File: src/hw/rtl/sdspi_pkg.sv
// Shared types, codes and constants for the SD SPI command/response engine.
package sdspi_pkg;

    localparam int unsigned REG_DATA_BYTES = 16;
    localparam int unsigned EXTRA_BYTES    = 4;
    localparam int unsigned CRC_BYTES      = 2;
    localparam int unsigned FRAME_BYTES    = 6;

    localparam logic [7:0] BYTE_IDLE  = 8'hFF;
    localparam logic [7:0] BYTE_TOKEN = 8'hFE;
    localparam logic [7:0] BYTE_ZERO  = 8'h00;

    localparam logic CFG_POLL_LIMIT  = 1'b0;
    localparam logic CFG_TOKEN_LIMIT = 1'b1;

    typedef enum logic [2:0] {
        PH_IDLE  = 3'd0,
        PH_POLL  = 3'd1,
        PH_EXTRA = 3'd2,
        PH_BUSY  = 3'd3,
        PH_TOKEN = 3'd4,
        PH_DATA  = 3'd5,
        PH_CRC   = 3'd6
    } t_phase;

    typedef enum logic [1:0] {
        RSP_R1  = 2'd0,
        RSP_R1B = 2'd1,
        RSP_R2  = 2'd2,
        RSP_R3  = 2'd3
    } t_rsp;

    localparam logic CMD_START = 1'b0;
    localparam logic CMD_BYTE  = 1'b1;

    localparam logic [1:0] KIND_TX   = 2'd0;
    localparam logic [1:0] KIND_RSP  = 2'd1;
    localparam logic [1:0] KIND_DONE = 2'd2;

    localparam logic [1:0] ST_OK      = 2'd0;
    localparam logic [1:0] ST_TIMEOUT = 2'd1;
    localparam logic [1:0] ST_RSP_ERR = 2'd2;

    typedef struct packed {
        logic       command;
        logic [7:0] cmd_byte;
        logic [31:0] argument;
        logic [7:0] crc_byte;
        logic [1:0] response_type;
        logic [7:0] rx_byte;
    } t_item;

    typedef struct packed {
        logic [1:0] kind;
        logic [7:0] data_byte;
        logic [1:0] status;
        logic       last;
    } t_result;

    typedef struct packed {
        logic                          load;
        logic [2:0]                    count;
        t_result [FRAME_BYTES-1:0]     res;
    } t_batch;

    function automatic t_result mk_res(input logic [1:0] kind, input logic [7:0] data_byte,
                                       input logic [1:0] status, input logic last);
        t_result r;
        r.kind      = kind;
        r.data_byte = data_byte;
        r.status    = status;
        r.last      = last;
        return r;
    endfunction

endpackage

File: src/hw/rtl/sdspi_seq.sv
// Exchange sequencer: phase state and the results of one item.
module sdspi_seq import sdspi_pkg::*; (
    input  logic       i_clk,
    input  logic       i_rst_n,
    input  logic       i_advance,
    input  t_item      i_item,
    input  logic [7:0] i_poll_limit,
    input  logic [7:0] i_token_limit,
    output t_batch     o_batch
);

    t_phase     r_phase, n_phase;
    t_rsp       r_type, n_type;
    logic [7:0] r_poll_cnt, n_poll_cnt;
    logic [4:0] r_byte_cnt, n_byte_cnt;

    logic [7:0] poll_inc;
    logic [4:0] byte_inc;
    logic [7:0] poll_eff;
    logic [7:0] token_eff;

    assign poll_inc  = r_poll_cnt + 8'd1;
    assign byte_inc  = r_byte_cnt + 5'd1;
    assign poll_eff  = (i_poll_limit == 8'd0) ? 8'd1 : i_poll_limit;
    assign token_eff = (i_token_limit == 8'd0) ? 8'd1 : i_token_limit;

    always_ff @(posedge i_clk) begin
        if (!i_rst_n) begin
            r_phase    <= PH_IDLE;
            r_type     <= RSP_R1;
            r_poll_cnt <= 8'd0;
            r_byte_cnt <= 5'd0;
        end else if (i_advance) begin
            r_phase    <= n_phase;
            r_type     <= n_type;
            r_poll_cnt <= n_poll_cnt;
            r_byte_cnt <= n_byte_cnt;
        end
    end

    always_comb begin
        logic [7:0] b;
        b = i_item.rx_byte;
        n_phase    = r_phase;
        n_type     = r_type;
        n_poll_cnt = r_poll_cnt;
        n_byte_cnt = r_byte_cnt;
        o_batch.load  = i_advance;
        o_batch.count = 3'd0;
        for (int k = 0; k < FRAME_BYTES; k++) begin
            o_batch.res[k] = mk_res(KIND_TX, BYTE_ZERO, ST_OK, 1'b0);
        end
        if (i_item.command == CMD_START) begin
            o_batch.count  = 3'(FRAME_BYTES);
            o_batch.res[0] = mk_res(KIND_TX, i_item.cmd_byte, ST_OK, 1'b0);
            o_batch.res[1] = mk_res(KIND_TX, i_item.argument[31:24], ST_OK, 1'b0);
            o_batch.res[2] = mk_res(KIND_TX, i_item.argument[23:16], ST_OK, 1'b0);
            o_batch.res[3] = mk_res(KIND_TX, i_item.argument[15:8], ST_OK, 1'b0);
            o_batch.res[4] = mk_res(KIND_TX, i_item.argument[7:0], ST_OK, 1'b0);
            o_batch.res[5] = mk_res(KIND_TX, i_item.crc_byte, ST_OK, 1'b1);
            n_type     = t_rsp'(i_item.response_type);
            n_phase    = PH_POLL;
            n_poll_cnt = 8'd0;
            n_byte_cnt = 5'd0;
        end else begin
            unique case (r_phase)
                PH_POLL: begin
                    if (b == BYTE_IDLE) begin
                        n_poll_cnt = poll_inc;
                        if (poll_inc >= poll_eff) begin
                            o_batch.count  = 3'd1;
                            o_batch.res[0] = mk_res(KIND_DONE, BYTE_ZERO, ST_TIMEOUT, 1'b1);
                            n_phase        = PH_IDLE;
                        end
                    end else begin
                        unique case (r_type)
                            RSP_R1: begin
                                o_batch.count  = 3'd1;
                                o_batch.res[0] = mk_res(KIND_RSP, b, ST_OK, 1'b1);
                                n_phase        = PH_IDLE;
                            end
                            RSP_R3: begin
                                o_batch.count  = 3'd1;
                                o_batch.res[0] = mk_res(KIND_RSP, b, ST_OK, 1'b0);
                                n_phase        = PH_EXTRA;
                                n_byte_cnt     = 5'd0;
                            end
                            RSP_R1B: begin
                                o_batch.count  = 3'd1;
                                o_batch.res[0] = mk_res(KIND_RSP, b, ST_OK, 1'b0);
                                n_phase        = PH_BUSY;
                            end
                            default: begin
                                if (b != BYTE_ZERO) begin
                                    o_batch.count  = 3'd1;
                                    o_batch.res[0] = mk_res(KIND_RSP, b, ST_RSP_ERR, 1'b1);
                                    n_phase        = PH_IDLE;
                                end else begin
                                    n_phase    = PH_TOKEN;
                                    n_poll_cnt = 8'd0;
                                end
                            end
                        endcase
                    end
                end
                PH_EXTRA: begin
                    n_byte_cnt     = byte_inc;
                    o_batch.count  = 3'd1;
                    if (byte_inc >= 5'(EXTRA_BYTES)) begin
                        o_batch.res[0] = mk_res(KIND_RSP, b, ST_OK, 1'b1);
                        n_phase        = PH_IDLE;
                    end else begin
                        o_batch.res[0] = mk_res(KIND_RSP, b, ST_OK, 1'b0);
                    end
                end
                PH_BUSY: begin
                    if (b == BYTE_IDLE) begin
                        o_batch.count  = 3'd1;
                        o_batch.res[0] = mk_res(KIND_DONE, BYTE_ZERO, ST_OK, 1'b1);
                        n_phase        = PH_IDLE;
                    end
                end
                PH_TOKEN: begin
                    if (b == BYTE_TOKEN) begin
                        n_phase    = PH_DATA;
                        n_byte_cnt = 5'd0;
                    end else begin
                        n_poll_cnt = poll_inc;
                        if (poll_inc >= token_eff) begin
                            o_batch.count  = 3'd1;
                            o_batch.res[0] = mk_res(KIND_DONE, BYTE_ZERO, ST_TIMEOUT, 1'b1);
                            n_phase        = PH_IDLE;
                        end
                    end
                end
                PH_DATA: begin
                    o_batch.count = 3'd1;
                    if (byte_inc >= 5'(REG_DATA_BYTES)) begin
                        o_batch.res[0] = mk_res(KIND_RSP, b, ST_OK, 1'b1);
                        n_phase        = PH_CRC;
                        n_byte_cnt     = 5'd0;
                    end else begin
                        o_batch.res[0] = mk_res(KIND_RSP, b, ST_OK, 1'b0);
                        n_byte_cnt     = byte_inc;
                    end
                end
                PH_CRC: begin
                    n_byte_cnt = byte_inc;
                    if (byte_inc >= 5'(CRC_BYTES)) begin
                        n_phase = PH_IDLE;
                    end
                end
                default: begin
                    n_phase = PH_IDLE;
                end
            endcase
        end
    end

endmodule

File: src/hw/rtl/sdspi_out.sv
// Result buffer: holds up to one frame of results and sends one per transfer.
module sdspi_out import sdspi_pkg::*; (
    input  logic       i_clk,
    input  logic       i_rst_n,
    input  t_batch     i_batch,
    output logic       o_free,
    output logic       o_valid,
    input  logic       i_stall,
    output logic [1:0] o_kind,
    output logic [7:0] o_data_byte,
    output logic [1:0] o_status,
    output logic       o_last
);

    logic [2:0]                r_cnt, n_cnt;
    t_result [FRAME_BYTES-1:0] r_ent, n_ent;
    logic                      xfer;

    assign o_valid     = (r_cnt != 3'd0);
    assign xfer        = o_valid && !i_stall;
    assign o_free      = (r_cnt == 3'd0) || ((r_cnt == 3'd1) && xfer);
    assign o_kind      = r_ent[0].kind;
    assign o_data_byte = r_ent[0].data_byte;
    assign o_status    = r_ent[0].status;
    assign o_last      = r_ent[0].last;

    always_comb begin
        n_cnt = r_cnt;
        n_ent = r_ent;
        if (i_batch.load) begin
            n_cnt = i_batch.count;
            n_ent = i_batch.res;
        end else if (xfer) begin
            n_cnt = r_cnt - 3'd1;
            for (int k = 0; k < FRAME_BYTES - 1; k++) begin
                n_ent[k] = r_ent[k+1];
            end
        end
    end

    always_ff @(posedge i_clk) begin
        if (!i_rst_n) begin
            r_cnt <= 3'd0;
        end else begin
            r_cnt <= n_cnt;
        end
    end

    always_ff @(posedge i_clk) begin
        r_ent <= n_ent;
    end

endmodule

File: src/hw/rtl/sd_spi_command_response_engine.sv
// Top level of the SD SPI command/response engine.
//
//  channel  | handshake          | payload
//  ---------+--------------------+---------------------------------------------------
//  input    | i_valid / o_stall  | i_command i_cmd_byte i_argument i_crc_byte
//           |                    | i_response_type i_rx_byte
//  output   | o_valid / i_stall  | o_kind o_data_byte o_status o_last
//  config   | i_cfg_we           | i_cfg_index i_cfg_data
//
// An item is registered, then its results are computed and loaded into the result
// buffer as soon as the buffer is free to take them.
// One byte item per cycle while the output takes its results.
// A start item holds the input side while its frame leaves the result buffer one byte
// per output transfer. Output stalls back up into o_stall.
// Synchronous active-low reset: engine idle, limits 255, buffers empty.
module sd_spi_command_response_engine import sdspi_pkg::*; (
    input  logic        i_clk,
    input  logic        i_rst_n,
    input  logic        i_valid,
    output logic        o_stall,
    input  logic        i_command,
    input  logic [7:0]  i_cmd_byte,
    input  logic [31:0] i_argument,
    input  logic [7:0]  i_crc_byte,
    input  logic [1:0]  i_response_type,
    input  logic [7:0]  i_rx_byte,
    output logic        o_valid,
    input  logic        i_stall,
    output logic [1:0]  o_kind,
    output logic [7:0]  o_data_byte,
    output logic [1:0]  o_status,
    output logic        o_last,
    input  logic        i_cfg_we,
    input  logic        i_cfg_index,
    input  logic [7:0]  i_cfg_data
);

    logic [7:0] r_poll_limit;
    logic [7:0] r_token_limit;
    logic       r_in_valid;
    t_item      r_item;
    logic       buf_free;
    logic       advance;
    logic       in_xfer;
    t_batch     batch;

    assign advance = r_in_valid && buf_free;
    assign o_stall = r_in_valid && !buf_free;
    assign in_xfer = i_valid && !o_stall;

    always_ff @(posedge i_clk) begin
        if (!i_rst_n) begin
            r_poll_limit  <= 8'd255;
            r_token_limit <= 8'd255;
        end else if (i_cfg_we) begin
            unique case (i_cfg_index)
                CFG_POLL_LIMIT:  r_poll_limit  <= i_cfg_data;
                CFG_TOKEN_LIMIT: r_token_limit <= i_cfg_data;
                default: ;
            endcase
        end
    end

    always_ff @(posedge i_clk) begin
        if (!i_rst_n) begin
            r_in_valid <= 1'b0;
        end else if (in_xfer) begin
            r_in_valid <= 1'b1;
        end else if (advance) begin
            r_in_valid <= 1'b0;
        end
    end

    always_ff @(posedge i_clk) begin
        if (in_xfer) begin
            r_item.command       <= i_command;
            r_item.cmd_byte      <= i_cmd_byte;
            r_item.argument      <= i_argument;
            r_item.crc_byte      <= i_crc_byte;
            r_item.response_type <= i_response_type;
            r_item.rx_byte       <= i_rx_byte;
        end
    end

    sdspi_seq u_seq (
        .i_clk         (i_clk),
        .i_rst_n       (i_rst_n),
        .i_advance     (advance),
        .i_item        (r_item),
        .i_poll_limit  (r_poll_limit),
        .i_token_limit (r_token_limit),
        .o_batch       (batch)
    );

    sdspi_out u_out (
        .i_clk       (i_clk),
        .i_rst_n     (i_rst_n),
        .i_batch     (batch),
        .o_free      (buf_free),
        .o_valid     (o_valid),
        .i_stall     (i_stall),
        .o_kind      (o_kind),
        .o_data_byte (o_data_byte),
        .o_status    (o_status),
        .o_last      (o_last)
    );

`ifndef SYNTHESIS
    a_reset_empty: assert property (@(posedge i_clk) !i_rst_n |=> !o_valid && !o_stall)
        else $error("outputs busy after reset");
    a_done_zero: assert property (@(posedge i_clk) disable iff (!i_rst_n)
        o_valid && o_kind == KIND_DONE |-> o_data_byte == BYTE_ZERO && o_last)
        else $error("completion result carries data or is not last");
    a_tx_ok: assert property (@(posedge i_clk) disable iff (!i_rst_n)
        o_valid && o_kind == KIND_TX |-> o_status == ST_OK)
        else $error("transmit byte with nonzero status");
    a_stall_hold: assert property (@(posedge i_clk) disable iff (!i_rst_n)
        o_stall |-> r_in_valid && o_valid)
        else $error("input stalled with empty stages");
`endif

endmodule
File: config.mk
export PLATFORM = sky130hd
export DESIGN_NAME = sd_spi_command_response_engine
export DESIGN_NICKNAME = d
export VERILOG_FILES = /design/src/hw/rtl/sdspi_pkg.sv /design/src/hw/rtl/sdspi_seq.sv /design/src/hw/rtl/sdspi_out.sv /design/src/hw/rtl/sd_spi_command_response_engine.sv
export SDC_FILE = /design/constraint.sdc
export NUM_CORES = 1
export LEC_CHECK = 0
export ABC_AREA = 1
export BUFFER_PORTS_ARGS = -buffer_cell sky130_fd_sc_hd__buf_4
export CAP_MARGIN = 20
export CORE_MARGIN = 3
export CORE_UTILIZATION = 51
export DETAILED_ROUTE_END_ITERATION = 8
export GPL_TIMING_DRIVEN = 0
export PLACE_DENSITY_LB_ADDON = 0.3
export SYNTH_ARGS = -nofsm -noshare
export SYNTH_HDL_FRONTEND = slang
export SYNTH_HIERARCHICAL = 1
export SYNTH_SLANG_ARGS = --single-unit
export TNS_END_PERCENT = 20
File: constraint.sdc
create_clock -name i_clk -period 8.4 [get_ports i_clk]
set_input_delay 0.84 -clock i_clk [delete_from_list [all_inputs] [get_ports i_clk]]
set_output_delay 0.84 -clock i_clk [all_outputs]
set_load 0.01 [all_outputs]
==> key figures <==
Clocking
  • CTS tree: done
  • CTS Buffer Depth: 2
  • Num CTS Buffers: 17
  • H-tree depth: 4
  • PostCTS Resize Cnt: 0
  • CTS Root Cell: clkbuf_16
  • Clk slew on worst S/H paths: 70 ps
  • Post-CTS Hold Fix Bufs: 0
  • Clock Sinks: 175
  • Clock latency on the worst-skew pair: 430 ps
  • Postcts setup bufs: 0

Place
  • Dpl ws: 5340 ps
  • GPL Wtd Cong: 0.911
  • DPL Wire Length: 11.5 mm
  • Placed cell area: 0.00954 mm^2
  • Number of port buffers: 85
  • Dpl cells: 1,253

Synthesis
  • Synthesized instance count: 927
  • Yosys cell types: 41
  • Seq cells post-synth: 175
  • Avg Cell Area, Syn: 9.16 um^2
  • Post-synthesis compound-gate area fraction: 3.54%
  • Simple-Gate Fraction of Synth Area: 24.4%
  • Fraction of registers with async set/reset: 0%
  • Synth cell count leaders: nand2_1, edfxtp_1, inv_1
  • Synth top area cells: edfxtp_1, nand2_1, dfxtp_1
  • Post-synth top area share: 48.4%
  • Sequential area share after synthesis: 57.4%
  • Mux contribution to synthesized area: 0%
  • Top-count cell post-synth: nand2_1
  • Synth area leader: edfxtp_1
  • Synth Cell Area: 0.00849 mm^2
  • Main synth FF type: edfxtp_1
  • Main combinational cell family by area after synthesis: simple AND/OR/NAND/NOR gates
  • Synth Area in XOR/XNOR: 0.516%
  • Ys Warns: 6
  • Synth Area in Adders: 3.39%
  • Post-synth EDFFs: 137

Floorplan
  • Top Ports: 88
  • Die Ht: 135 um
  • Core Area: 0.0161 mm^2
  • Starting Density: 52.7%
  • Die outline area: 0.0182 mm^2
  • Die Wd: 135 um
  • Row cnt: 46

Critical path
  • R2R cell count: 17
  • Critical path's slowest cell: dfxtp_1
  • Critical path class: reg2reg
  • Arr. time, crit path: 3320 ps
  • Req. time, crit path: 8720 ps
  • Crit Path Max Fanout: 8
  • Most common cell on crit path: nor2_1
  • CP Launch Type: flop
  • Crit path capture type: flop
  • Critical-path cell list: ha_1 -> nand4_1 -> or2_2 -> xor2_1 -> ha_1 -> nand2_1 -> nor2_1 -> nor2_1 -> nand3_1 -> nand3_1 -> nand2_1 -> nor2_1 -> nor2_1 -> nand2_1 -> nand2_1 -> nor2_1 -> nor2_1
  • Max incr delay on CP: 510 ps

Run
  • Max-cap violations: 0

Power and ir drop
  • Peak VDD IR: 0.000160 V
  • PwrDens: 294 mW/mm^2
  • Leak: 4.81 nW

Global route
  • Vias in the first global route: 5,627
  • Initial antenna violation count: 0
  • Overall routing resource usage: 18.2%
  • GRT overflow: 0
  • First-pass GRT wire length: 26.3 mm
  • Largest net degree at the start of global routing: 46

Run status
  • Status: completed

Routing
  • Initial DRC count: 385
  • Via total after detailed routing: 6,215
  • WL final: 16.0 mm
  • Post-route ant nets: 0
  • Drt wl/cell: 12.5 um
  • DR vias/cell: 4.84
  • Drt first pass iters: 5
  • Residual DRC: 0

Timing
  • Post-route clock period utilization: 35.7%
  • Setup Skew: 7.97 ps
  • Setup Total Neg Slack: 0 ps
  • Slew @ Worst Pin: 830 ps
  • Setup Viol. Count Final: 0
  • Relative slew slack: 44.5%
  • Hold Vio Cnt, Final: 0
  • Max-slew violations: 0
  • Peak Freq: 334 MHz
  • Period minus WS final: 3000 ps
  • Worst Setup Slack, final: 5400 ps
  • RSZ-0062 raised after global routing: no

Final layout
  • Share of cells above drive strength 1: 19.3%
  • Area Overhead vs Synth: 19.1%
  • # diodes: 0
  • Fillers: 1,389
  • Fin area: 0.0101 mm^2
  • Fin nets: 1,152
  • Non-Filler Instances: 1,285

Hold path
  • Hold Crit Depth: 2
  • Min-Delay Path Class: reg2reg
## layer usage
metal / GRT usage [%] / vias to the layer above / share of wire [%]
met5: 0 / - / 0
met4: 5.54 / 0 / 1.7
met3: 4.47 / 23 / 6.5
met2: 29.6 / 171 / 48
met1: 24.5 / 2818 / 44
li1: - / 3203 / -
## layout by cell type, fill, tap and decap left out, types with 5 or more instances in the layout
cell       count
buf_4        125
nand3_1       53
buf_6          7
clkbuf_1       6
nand2_1      305
conb_1        24
dfxtp_1       38
nand4_1       22
clkbuf_16     17
nand3_2        5
o21ai_0       18
inv_1        105
buf_2         11
ha_1          23
nand2_2        7
edfxtp_1     137
a21oi_1       22
nor2_1        84
## final timing paths
check / startpoint / end / slack, ps
max: u_seq/r_poll_cnt[0]$_SDFFE_PN0P_ / u_out/r_cnt[0]$_SDFFE_PN0P_ / 5400
min: r_token_limit[7]$_SDFFE_PN1P_ / r_token_limit[7]$_SDFFE_PN1P_ / 460
max reg2reg: u_seq/r_poll_cnt[0]$_SDFFE_PN0P_ / u_out/r_cnt[0]$_SDFFE_PN0P_ / 5400
min reg2reg: r_token_limit[7]$_SDFFE_PN1P_ / r_token_limit[7]$_SDFFE_PN1P_ / 460
## metrics by stage
| stage | hold WS [ps] | utilization (%) | power [mW] |
|---|---|---|---|
| floorplan | 429 | - | 1.97 |
| global placement | 442 | 58.9 | 2.21 |
| detailed placement | 443 | 59.2 | 2.23 |
| CTS | 462 | 62.8 | 2.99 |
| global route | 490 | 62.8 | 3.17 |
| finish | 461 | 62.8 | 2.97 |
## worst max-delay path, delay by kind of cell, from the launching register on
kind / cells / cell delay [ps]
DFF: 1 / 510
adders and majority gates: 2 / 550
and+or+nand+nor: 14 / 1570
xor gates and xnor gates: 1 / 260
## cell families (layout without fill, tap and decap cells)
kind of cell,Yosys count,in the layout
adders and majority gates,23,23
DFF,175,175
other,1,24
xor gates and xnor gates,5,5
AOI/OAI and AO/OA,53,53
buffers and inverters,179,298
and+or+nand+nor,491,491
## state kept, by name, summed over array words and instances, names as in the netlist
| name | count |
|---|---|
| r_item | 59 |
| u_seq/r_type | 2 |
| u_seq/r_poll_cnt | 8 |
| u_out/r_cnt | 3 |
| r_in_valid | 1 |
| u_out/o_data_byte | 8 |
| u_out/r_ent | 65 |
| u_seq/r_byte_cnt | 5 |
| u_seq/r_phase | 3 |
| r_token_limit | 8 |
| u_out/o_status | 2 |
| r_poll_limit | 8 |
| u_out/o_kind | 2 |
| u_out/o_last | 1 |
## report_power, final
group | internal (mW) | switching (mW)
clock network | 0.394 | 0.360
logic | 0.320 | 0.537
registers | 1.28 | 0.0748
## final cells by class
type | instances | area [um^2] | share of cell area (%)
Inverter | 111 | 423 | 4.18
Timing Repair Buffer | 87 | 678 | 6.70
Tap cell | 216 | 270 | 2.67
Clock buffer | 17 | 425 | 4.21
Buffer | 68 | 487 | 4.81
Sequential cell | 175 | 4870 | 48.2
Multi-Input combinational cell | 596 | 2800 | 27.7
Clock inverter | 15 | 154 | 1.52
Power figures use the tool's default switching activity.
